### config.mk
export PLATFORM = sky130hd
export DESIGN_NAME = hsd_isqrt
export DESIGN_NICKNAME = d
export VERILOG_FILES = /design/src/sv/hsd_pkg.sv /design/src/sv/hsd_isqrt.sv
export SDC_FILE = /design/constraint.sdc
export NUM_CORES = 2
export LEC_CHECK = 0
export BUFFER_PORTS_ARGS = -buffer_cell sky130_fd_sc_hd__buf_4
export CORE_MARGIN = 2
export CORE_UTILIZATION = 60
export DETAILED_ROUTE_END_ITERATION = 10
export HOLD_SLACK_MARGIN = 0.15
export PLACE_DENSITY = 0.75
export SETUP_SLACK_MARGIN = 0.5
export SLEW_MARGIN = 20
export SYNTH_ARGS = -nofsm -noshare
export SYNTH_HDL_FRONTEND = slang
export SYNTH_SLANG_ARGS = --single-unit
### constraint.sdc
create_clock -name clk -period 4.1 [get_ports clk]
set_clock_uncertainty 0.15 [all_clocks]
set_input_delay 0.82 -clock clk [delete_from_list [all_inputs] [get_ports clk]]
set_output_delay 0.82 -clock clk [all_outputs]
set_load 0.05 [all_outputs]
### src/sv/hsd_pkg.sv
// Shared widths, constants and types of the haversine distance pipeline.
package hsd_pkg;

	localparam int ANGLE_FRAC_BITS_DEF = 16;

	localparam int LAT_W = 24;
	localparam int LON_W = 25;
	localparam int KM_W  = 15;

	// Q30 fixed point: angles, sines, cosines, roots
	localparam int QW = 31;
	typedef logic [QW-1:0] q30_t;
	localparam q30_t Q_ONE = 31'h4000_0000;

	localparam int HALF_TURN_DEG   = 180;
	localparam int EARTH_RADIUS_KM = 6371;
	localparam int CENTRAL_FACTOR  = 2;
	localparam logic [KM_W-1:0] MAX_KM = 15'd20015;

	// round(pi/180 * 2^46) and round(pi/2 * 2^30)
	localparam logic [40:0] DEG_TO_RAD_Q46 = 41'd1228166276394;
	localparam q30_t HALF_PI_Q30 = 31'd1686629713;

	localparam int SERIES_TERMS = 8;
	// x squared, three stages per term, final clamp
	localparam int SERIES_LAT = 3 * SERIES_TERMS + 2;

	// the bracket of width HALF_PI_Q30 shrinks to one after 31 halvings
	localparam int BISECT_STEPS = 31;

	typedef struct packed {
		q30_t lo;
		q30_t hi;
		q30_t y;
		q30_t x;
	} bis_t;

endpackage

### src/sv/hsd_isqrt.sv
// Pipelined integer square root, one result bit per stage.
module hsd_isqrt (
	input  logic                      clk,
	input  logic                      arst_n,
	input  logic                      en,
	input  logic                      in_vld,
	input  logic [2*hsd_pkg::QW-1:0]  v,
	output logic                      out_vld,
	output hsd_pkg::q30_t             root
);
	import hsd_pkg::*;

	localparam int RW = QW + 4;

	logic [RW-1:0]   rem_s  [0:QW];
	logic [QW-1:0]   root_s [0:QW];
	logic [2*QW-1:0] v_s    [0:QW];
	logic            vld_s  [0:QW];

	assign rem_s[0]  = '0;
	assign root_s[0] = '0;
	assign v_s[0]    = v;
	assign vld_s[0]  = in_vld;

	for (genvar i = 0; i < QW; i++) begin : g_bit
		localparam int P = QW - 1 - i;
		logic [RW-1:0] ra;
		logic [RW-1:0] tr;

		assign ra = {rem_s[i][RW-3:0], v_s[i][2*P+1 -: 2]};
		assign tr = RW'({root_s[i], 2'b01});

		always_ff @(posedge clk or negedge arst_n) begin
			if (!arst_n) vld_s[i+1] <= 1'b0;
			else if (en) vld_s[i+1] <= vld_s[i];
		end

		always_ff @(posedge clk) begin
			if (en) begin
				v_s[i+1] <= v_s[i];
				if (ra >= tr) begin
					rem_s[i+1]  <= ra - tr;
					root_s[i+1] <= {root_s[i][QW-2:0], 1'b1};
				end else begin
					rem_s[i+1]  <= ra;
					root_s[i+1] <= {root_s[i][QW-2:0], 1'b0};
				end
			end
		end
	end

	assign out_vld = vld_s[QW];
	assign root    = root_s[QW];

endmodule

==> impl_metrics.ini <==
[hold_path]
hp-class = reg2reg
hp-start = v_s[1709]$_DFFE_PP_

[flow_run]
maxCapViolations = 0

[critical_path]
critPathCaptureType = flip-flop
cp-startpoint = g_bit[25].ra[9]$_DFFE_PP_
rr_worst_depth = 10
start_kind = flip-flop
crit_end = g_bit[26].ra[34]$_DFFE_PP_
crit_type = reg2reg
reg2reg_from = g_bit[25].ra[9]$_DFFE_PP_
r2r_slack_ns = 0.53
arrival_ns = 4.11
crit_fanout = 6
required_ns = 4.64
r2r-end = g_bit[26].ra[34]$_DFFE_PP_

[clocking]
cts_made_buffers = 234
clock-sinks = 2399
htree_levels = 4
clockBufferDepth = 3
insertion_delay_ns = 0.87
root_buffer = clkbuf_16
clkTransAtPathRegs_ns = 0.06
cts_tree = built

[final_layout]
instances_no_fill = 11700
num-fill-cells = 12900
drive_above_1_share_pct = 10.4
syn_to_final_growth_pct = 12.7
nets = 9657
regArea_mm2 = 0.0719
multi_input_area_mm2 = 0.0376
utilization_pct = 68.0
antennaDiodeCount = 0

[place]
dp_hpwl_mm = 161
placed_cells = 11200
gp_congestion = 0.923
portBuffers = 97

[logic_synthesis]
synthesis.area_mm2 = 0.112
synth-seq-area-share_pct = 64.2
syn_nets = 9264
async_flop_share_pct = 1.29
ys_seq_elements = 2399
yosysWarnings = 0
yosysUniqueCellTypes = 95
avgSynthCellArea_um2 = 12.9
synth_cells = 8670
synth_edf_count = 2368
ys.flop_type = edfxtp_1

[sta]
fmax_ghz = 0.280
finalHoldViolCount = 0
period_minus_slack_ns = 3.57
slew_headroom_pct = 42.1
tightest_slew_ns = 0.861
tns_ns = 0
rsz0062_at_grt = true
setup_viol = 0
fin_crit_sh_pct = 87.1
slew_violations = 0

[floorplan]
die-area_mm2 = 0.190
start_util_pct = 60.4
die_h_um = 436
io_pins = 98
core_area_mm2 = 0.185
rows = 158
die_w_um = 436

[power_and_ir_drop]
p_leak_nw = 48.2
p_per_area_mw_per_mm2 = 546
irDropWorstVdd_uv = 460

[grt]
grt_overflow_total = 0
grt_pass1_wl_mm = 362
grt_usage_pct = 23.9
antenna_found_initial = 0
grt_max_degree = 137
first_global_vias = 67100

[route]
vias = 68500
wl_per_cell_um = 19.7
routed_wl_mm = 231
viasPerCell = 5.84
drc_errors = 0
first_pass_iters = 6
drt_iter0_drc = 5977
antenna_left = 0

[outcome]
status = complete, no violations
-- what timing repair did --
action	CTS	global route
buffers inserted	10	24
hold endpoints to repair	95	0
hold buffers	65	0
pin swaps	8	23
resized for setup	40	122
cloned	2	2
endpoints found under the setup margin	162	335
-- per-stage QoR --
step | hold WS (ns) | area (um^2) | setup WS, ns | total power [mW]
after CTS | 0.223 | 125000 | 0.504 | 69.0
after detailed placement | 0.255 | 117000 | 0.147 | 46.9
after global routing | 0.251 | 126000 | 0.458 | 72.1
final | 0.242 | 126000 | 0.528 | 68.9
after global placement | 0.250 | 117000 | 0.237 | 46.6
after floorplan | 0.250 | 112000 | 0.585 | 42.6
-- routing by layer --
layer | share of wire [%] | global-route usage [%] | vias to the layer above
li1 | - | - | 32900
met1 | 42 | 31.2 | 33300
met2 | 50 | 41.1 | 1866
met3 | 4.7 | 3.24 | 474
met4 | 3.2 | 8.19 | 0
met5 | 0 | 0 | -
-- cells in the mapped netlist (all sizes together), types with 85 or more instances --
library cell	count	area, um^2
inv	665	2500
nand2	578	2170
mux2	112	1260
nand3	127	636
nor2	558	2100
o21ai	431	2160
nand4	85	532
or3	99	624
clkbuf	154	578
nor4	136	897
nor3	243	1230
edfxtp	2368	71100
ha	528	6610
xnor2	373	3270
xor2	386	3380
o21a	101	758
a21oi	506	2530
nand2b	109	682
a21o	222	1670
-- sequential cells by signal, indices dropped and copies added (netlist names) --
name,count
g_bit.ra,1002
v_s,870
g_bit.tr,465
root,31
vld_s,30
out_vld,1
-- cells in the final DEF, fill, tap and decap left out, drive strengths merged, types with 56 or more instances in the layout --
cell,netlist,routed
or3,99,99
mux2,112,112
o21a,101,101
edfxtp,2368,2368
nor3,243,243
xnor2,373,373
a21oi,506,506
nand2b,109,109
clkinv,3,94
a31oi,56,56
nor2,558,560
clkbuf,154,277
buf,27,269
inv,665,674
nand4,85,85
or2,58,58
nand3,127,127
nand2,578,578
dlygate4sd3,0,65
o21ai,431,431
nor4,136,136
ha,528,528
xor2,386,386
a21o,222,222
nor2b,72,72
o31ai,76,76
-- cell families (layout without fill, tap and decap cells) --
logic type	after synthesis	count (layout)	synth area share [%]
AND/OR/NAND/NOR	2294	2296	10.2
other	1	1	0.00335
AO/OA/AOI/OAI	1709	1709	9.54
adder cells (fa/ha/maj)	528	528	5.90
XOR/XNOR	759	759	5.94
buffers and inverters	849	1438	2.88
flip-flops	2399	2399	64.2
multiplexers	131	131	1.30
-- how the worst min path moves through the flow --
stage / to / slack (ns) / cells past startpoint
floorplan: g_bit[10].ra[0]$_DFFE_PP_ / 0.25 / 0
global placement: v_s[310]$_DFFE_PP_ / 0.25 / 0
detailed placement: g_bit[18].ra[1]$_DFFE_PP_ / 0.25 / 0
CTS: out_vld$_DFFE_PN0P_ / 0.22 / 2
global route: v_s[1375]$_DFFE_PP_ / 0.25 / 0
finish: v_s[1647]$_DFFE_PP_ / 0.24 / 0
-- final cells by class --
type,count,area share [%]
clock buffers,276,4.82
well taps,2480,2.46
multi-input cells,5424,29.8
clock inverters,158,1.39
repair buffers,336,2.55
inverters,668,1.99
flip-flops and latches,2399,57.0
-- power breakdown --
| part | internal (mW) | switching, mW | leakage (nW) |
|---|---|---|---|
| clock network | 12.6 | 9.20 | 3.77 |
| registers | 30.9 | 2.09 | 23.1 |
| logic | 6.01 | 8.14 | 21.3 |
| total | 49.5 | 19.4 | 48.2 |
-- worst max-delay path, cell delays in order (launching register included) --
cell and delay (ns):
edfxtp_1 0.43, ha_1 0.42, nand4_1 0.25, a21oi_1 0.25, o211ai_1 0.18, a31o_2 0.36
a2111oi_0 0.66, o31ai_1 0.18, buf_4 0.17, nand3b_1 0.10, mux2i_1 0.25
Note: power is estimated with default switching activity, not from simulation.
