$ cat config.mk
export PLATFORM = sky130hd
export DESIGN_NAME = hsd_angle
export DESIGN_NICKNAME = d
export VERILOG_FILES = /design/src/sv/hsd_pkg.sv /design/src/sv/hsd_angle.sv
export SDC_FILE = /design/constraint.sdc
export NUM_CORES = 2
export LEC_CHECK = 0
export ABC_AREA = 1
export BUFFER_PORTS_ARGS = -buffer_cell sky130_fd_sc_hd__buf_2
export CORE_MARGIN = 8
export CORE_UTILIZATION = 30
export DETAILED_ROUTE_END_ITERATION = 6
export PLACE_DENSITY_LB_ADDON = 0.15
export SYNTH_ARGS = -nofsm -noshare
export SYNTH_HDL_FRONTEND = slang
export SYNTH_SLANG_ARGS = --single-unit
$ cat constraint.sdc
create_clock -name clk -period 8.7 [get_ports clk]
set_input_delay 0.87 -clock clk [delete_from_list [all_inputs] [get_ports clk]]
set_output_delay 0.87 -clock clk [all_outputs]
set_load 0.01 [all_outputs]
$ cat src/sv/hsd_pkg.sv
// Shared widths, constants and types of the haversine distance pipeline.
package hsd_pkg;

	localparam int ANGLE_FRAC_BITS_DEF = 16;

	localparam int LAT_W = 24;
	localparam int LON_W = 25;
	localparam int KM_W  = 15;

	// Q30 fixed point: angles, sines, cosines, roots
	localparam int QW = 31;
	typedef logic [QW-1:0] q30_t;
	localparam q30_t Q_ONE = 31'h4000_0000;

	localparam int HALF_TURN_DEG   = 180;
	localparam int EARTH_RADIUS_KM = 6371;
	localparam int CENTRAL_FACTOR  = 2;
	localparam logic [KM_W-1:0] MAX_KM = 15'd20015;

	// round(pi/180 * 2^46) and round(pi/2 * 2^30)
	localparam logic [40:0] DEG_TO_RAD_Q46 = 41'd1228166276394;
	localparam q30_t HALF_PI_Q30 = 31'd1686629713;

	localparam int SERIES_TERMS = 8;
	// x squared, three stages per term, final clamp
	localparam int SERIES_LAT = 3 * SERIES_TERMS + 2;

	// the bracket of width HALF_PI_Q30 shrinks to one after 31 halvings
	localparam int BISECT_STEPS = 31;

	typedef struct packed {
		q30_t lo;
		q30_t hi;
		q30_t y;
		q30_t x;
	} bis_t;

endpackage

$ cat src/sv/hsd_angle.sv
// Input clamping, angle differences and degree to Q30 radian conversion.
module hsd_angle #(
	parameter int ANGLE_FRAC_BITS = hsd_pkg::ANGLE_FRAC_BITS_DEF
) (
	input  logic                             clk,
	input  logic                             arst_n,
	input  logic                             en,
	input  logic                             in_vld,
	input  logic signed [hsd_pkg::LAT_W-1:0] start_lat,
	input  logic signed [hsd_pkg::LON_W-1:0] start_lon,
	input  logic signed [hsd_pkg::LAT_W-1:0] end_lat,
	input  logic signed [hsd_pkg::LON_W-1:0] end_lon,
	output logic                             out_vld,
	output hsd_pkg::q30_t                    dlat_rad,
	output hsd_pkg::q30_t                    dlon_rad,
	output hsd_pkg::q30_t                    lat1_rad,
	output hsd_pkg::q30_t                    lat2_rad
);
	import hsd_pkg::*;

	localparam int F  = ANGLE_FRAC_BITS;
	localparam int CW = (F + 10 > LON_W + 1) ? F + 10 : LON_W + 1;
	localparam int DW = CW - 1;
	localparam logic signed [CW-1:0] LAT_LIM = CW'(HALF_TURN_DEG / 2) << F;
	localparam logic signed [CW-1:0] LON_LIM = CW'(HALF_TURN_DEG) << F;
	localparam logic [8:0]  K_HI = 9'(DEG_TO_RAD_Q46 >> 32);
	localparam logic [31:0] K_LO = DEG_TO_RAD_Q46[31:0];

	function automatic logic signed [CW-1:0] clamp_sym(
		input logic signed [CW-1:0] v,
		input logic signed [CW-1:0] lim
	);
		if (v > lim) return lim;
		if (v < -lim) return -lim;
		return v;
	endfunction

	function automatic logic [DW-1:0] mag(input logic signed [CW-1:0] v);
		logic signed [CW-1:0] n;
		n = -v;
		return v[CW-1] ? n[DW-1:0] : v[DW-1:0];
	endfunction

	logic vld_s1, vld_s2, vld_s3, vld_s4, vld_s5;
	logic signed [CW-1:0] la1_s1, lo1_s1, la2_s1, lo2_s1;
	logic [DW-1:0] dlat_s2, dlon_s2, ala1_s2, ala2_s2;
	logic [DW-1:0] d_s3 [4];
	logic [DW+8:0]  ph_s4 [4];
	logic [DW+31:0] pl_s4 [4];
	q30_t rad_s5 [4];

	always_ff @(posedge clk or negedge arst_n) begin
		if (!arst_n) begin
			vld_s1 <= 1'b0;
			vld_s2 <= 1'b0;
			vld_s3 <= 1'b0;
			vld_s4 <= 1'b0;
			vld_s5 <= 1'b0;
		end else if (en) begin
			vld_s1 <= in_vld;
			vld_s2 <= vld_s1;
			vld_s3 <= vld_s2;
			vld_s4 <= vld_s3;
			vld_s5 <= vld_s4;
		end
	end

	always_ff @(posedge clk) begin
		if (en) begin
			la1_s1 <= clamp_sym(CW'(start_lat), LAT_LIM);
			lo1_s1 <= clamp_sym(CW'(start_lon), LON_LIM);
			la2_s1 <= clamp_sym(CW'(end_lat), LAT_LIM);
			lo2_s1 <= clamp_sym(CW'(end_lon), LON_LIM);

			dlat_s2 <= mag(la2_s1 - la1_s1);
			dlon_s2 <= mag(lo2_s1 - lo1_s1);
			ala1_s2 <= mag(la1_s1);
			ala2_s2 <= mag(la2_s1);

			d_s3[0] <= dlat_s2;
			// go the shorter way round
			if (dlon_s2 > DW'(LON_LIM))
				d_s3[1] <= DW'(LON_LIM) + DW'(LON_LIM) - dlon_s2;
			else
				d_s3[1] <= dlon_s2;
			d_s3[2] <= ala1_s2;
			d_s3[3] <= ala2_s2;
		end
	end

	// differences give the half angle, latitudes the full angle
	for (genvar i = 0; i < 4; i++) begin : g_lane
		localparam int S = (i < 2) ? F + 17 : F + 16;
		logic [DW+41:0] tot;
		logic [DW+41:0] sh;

		assign tot = {1'b0, ph_s4[i], 32'b0} + (DW+42)'(pl_s4[i]);
		assign sh  = tot >> S;

		always_ff @(posedge clk) begin
			if (en) begin
				ph_s4[i]  <= d_s3[i] * K_HI;
				pl_s4[i]  <= d_s3[i] * K_LO;
				rad_s5[i] <= sh[QW-1:0];
			end
		end
	end

	assign out_vld  = vld_s5;
	assign dlat_rad = rad_s5[0];
	assign dlon_rad = rad_s5[1];
	assign lat1_rad = rad_s5[2];
	assign lat2_rad = rad_s5[3];

endmodule

==> summary.txt <==
Logic synthesis
  – Synth top cells by count: 3000 x inv_1, 1657 x ha_1, 1517 x nand2_1, 1290 x fa_1, 731 x nor2_1
  – Register area share after synthesis: between 10% and 20%
  – Netlist Area Pre-Place: ~100000 um2
  – Distinct cells, synth: 56
  – YS warnings: 0
  – Post-synth ARST share: less than 1%
  – Yosys top cell area share: between 20% and 30%
  – Post-synthesis instance total: ~11000
  – Leading area contributor after synthesis: fa_1
  – Count leader, synth: inv_1
  – Synth top area cells: fa_1 26%, ha_1 21%, edfxtp_1 20%
  – Post-synth EDFFs: 648
  – #FFs+latches synth: 653
  – Avg Cell Area, Syn: about 9.0 um2
  – Top_reg_cell synth: edfxtp_1

Final layout
  – Nets@finish: between 10000 and 15000
  – Area Overhead vs Synth: 10.1%
  – Layout cell share with drive strength beyond 1: under 10%
  – Non-Filler Instances: 15757
  – Fillers: roughly 34000

Clock network
  – Post-CTS Hold Buffers: 1
  – Setup repair bufs after CTS: 0
  – Post-CTS sizing: 0
  – CTS tree: yes
  – Clock tree buffer depth: 4
  – Cts bufs inserted: 95
  – H-tree depth: 3
  – Worst-path clk slew: 50 ps
  – Clock root cell: clkbuf_16
  – Worst skew pair latency: 850 ps
  – CTS Sinks: 653

Route
  – DR vias: 72305
  – DR DRC count: 0
  – Vias per inst: roughly 4.6
  – Wirelength per Cell: between 20 and 25 um
  – Detail Route Antenna Nets: 0
  – Pre-Repair DR Iteration Count: 6
  – Detailed Route Iter0 Violations: around 4200
  – Detailed Route WL: 321000 um

Worst setup path
  – Worst setup SP type: register
  – CP Data Required Time: roughly 9300 ps
  – Worst Path Max Fanout: 12
  – Crit Path Category: register to register
  – CP arrival: around 8100 ps
  – Kind of end point of the critical path: register

Global route
  – Overflow after GRT: 0
  – Top Usage Layer GRT: met2
  – First-pass GRT wire length: 485000 um
  – Vias in the first global route: approximately 78000
  – Met3 GRT Util: 2.19%
  – Largest net degree at the start of global routing: about 120
  – Initial antenna violation count: 10
  – M2 GR Usage: between 20% and 30%
  – GRT met1 Usage: 26.1%
  – Global Route Usage Sum: 18.3%

Status
  – Status: finished clean

STA
  – Worst-Margin Slew: 1200 ps
  – Final setup violation count: 0
  – RSZ-0062 raised after global routing: false
  – Crit path time final: between 7000 and 8000 ps
  – Max-Slew Margin vs Limit: about a fifth
  – Worst hold margin: about 240 ps
  – Final hold violation count: 0
  – Final period utilization: roughly 86%
  – Final Skew: roughly 88 ps
  – Worst setup slack after layout: ~1200 ps
  – Fmax: around 0.13 GHz
  – Setup_tns: 0 ps
  – Fin. max-slew vios: 0

Placed design
  – # placed instances: around 16000
  – HPWL Detailed: ~280000 um
  – I/O Buffers: around 230
  – Setup Slack @ Placement: approximately 1200 ps
  – Final GP Congestion: just over 0.9

Floorplan
  – FP Rows: ~210
  – I/O pins: roughly 230
  – DIE AREA: roughly 350000 um2
  – Core area: 329000 um2
  – Die X: approximately 600 um
  – Starting density of the core: 30.1%
  – Die H: around 590 um

Min path
  – Hold WC Path Type: primary input to register

Flow run
  – Max-Cap Viols: 0
==> area by class of cell <==
type	count	area [um2]	area share [%]
Antenna cell	2	5.00	0.00460
Clock buffer	109	2430	2.23
Clock inverter	59	601	0.551
Inverter	3005	11300	10.4
Multi-Input combinational cell	7289	68000	62.4
Sequential cell	653	19600	18.0
Tap cell	4366	5460	5.02
Timing Repair Buffer	274	1540	1.42
==> kinds of logic after synthesis <==
logic type	share of synthesized area, %
AO/OA/AOI/OAI	6.53
buffers and inverters	11.5
flip-flops	19.8
other	0.00379
AND/OR/NAND/NOR	11.5
adder cells (fa/ha/maj)	47.1
XOR/XNOR	3.59
multiplexers	0.0114
==> critical path, cell delays in order, from the launching register on <==
cell,delay [ps]
edfxtp_1,910
inv_1,380
ha_1,420
fa_1,540
inv_1,60
ha_1,290
inv_1,60
fa_1,490
inv_1,50
fa_1,400
inv_1,80
fa_1,460
fa_1,660
inv_1,70
ha_1,340
nand2_1,110
nor2_1,170
inv_1,80
nor2_1,220
inv_1,80
nor4_1,480
o21ai_0,440
nand3_1,250
xor2_1,250
==> state kept, by name, summed over array words and instances (netlist names), 24 cells and up <==
register  cells
ph_s4       123
dlat_s2      25
ala2_s2      25
lo1_s1       25
pl_s4       103
ala1_s2      25
d_s3        100
la2_s1       24
lo2_s1       25
la1_s1       24
rad_s5      124
dlon_s2      25
==> path summary, 6_finish.rpt <==
check,cells after the start,slack (ps),to,startpoint
setup / recovery,23,1210,pl_s4[2][47]$_DFFE_PP_,d_s3[2][5]$_DFFE_PP_
hold / removal,3,240,vld_s1$_DFFE_PN0P_,in_vld
setup reg to reg,23,1210,pl_s4[2][47]$_DFFE_PP_,d_s3[2][5]$_DFFE_PP_
hold reg to reg,0,410,d_s3[0][7]$_DFFE_PP_,dlat_s2[7]$_DFFE_PP_
max in group asynchronous,2,8200,vld_s4$_DFFE_PN0P_,arst_n
min in group asynchronous,2,360,vld_s1$_DFFE_PN0P_,arst_n
==> routing by layer <==
| layer | up-vias | share of wire, % |
|---|---|---|
| li1 | 35074 | - |
| met3 | 301 | 4.0 |
| met5 | - | 0.0040 |
| met2 | 1347 | 45 |
| met4 | 2 | 2.4 |
| met1 | 35581 | 49 |
==> layout by cell type, fill, tap and decap left out, types with 78 or more instances in the layout <==
cell type,netlist,routed
a21oi_1,511,511
buf_2,2,225
clkbuf_16,0,95
edfxtp_1,648,648
fa_1,1290,1290
ha_1,1657,1657
inv_1,3000,3000
nand2_1,1517,1517
nand3_1,265,265
nand4_1,78,78
nor2_1,731,731
nor3_1,81,81
o21ai_0,333,333
xnor2_1,119,119
xor2_1,284,284
==> metrics by stage <==
stage	util, %	area (um2)
3_5_place_dp	32.2	106000
2_1_floorplan	-	99000
3_3_place_gp	32.2	106000
5_1_grt	33.1	109000
6_report	33.1	109000
4_1_cts	33.1	109000
Power is left out: the tool's default activity adds up to more than one toggle a clock period on the data nets, which glitch-free logic cannot reach.
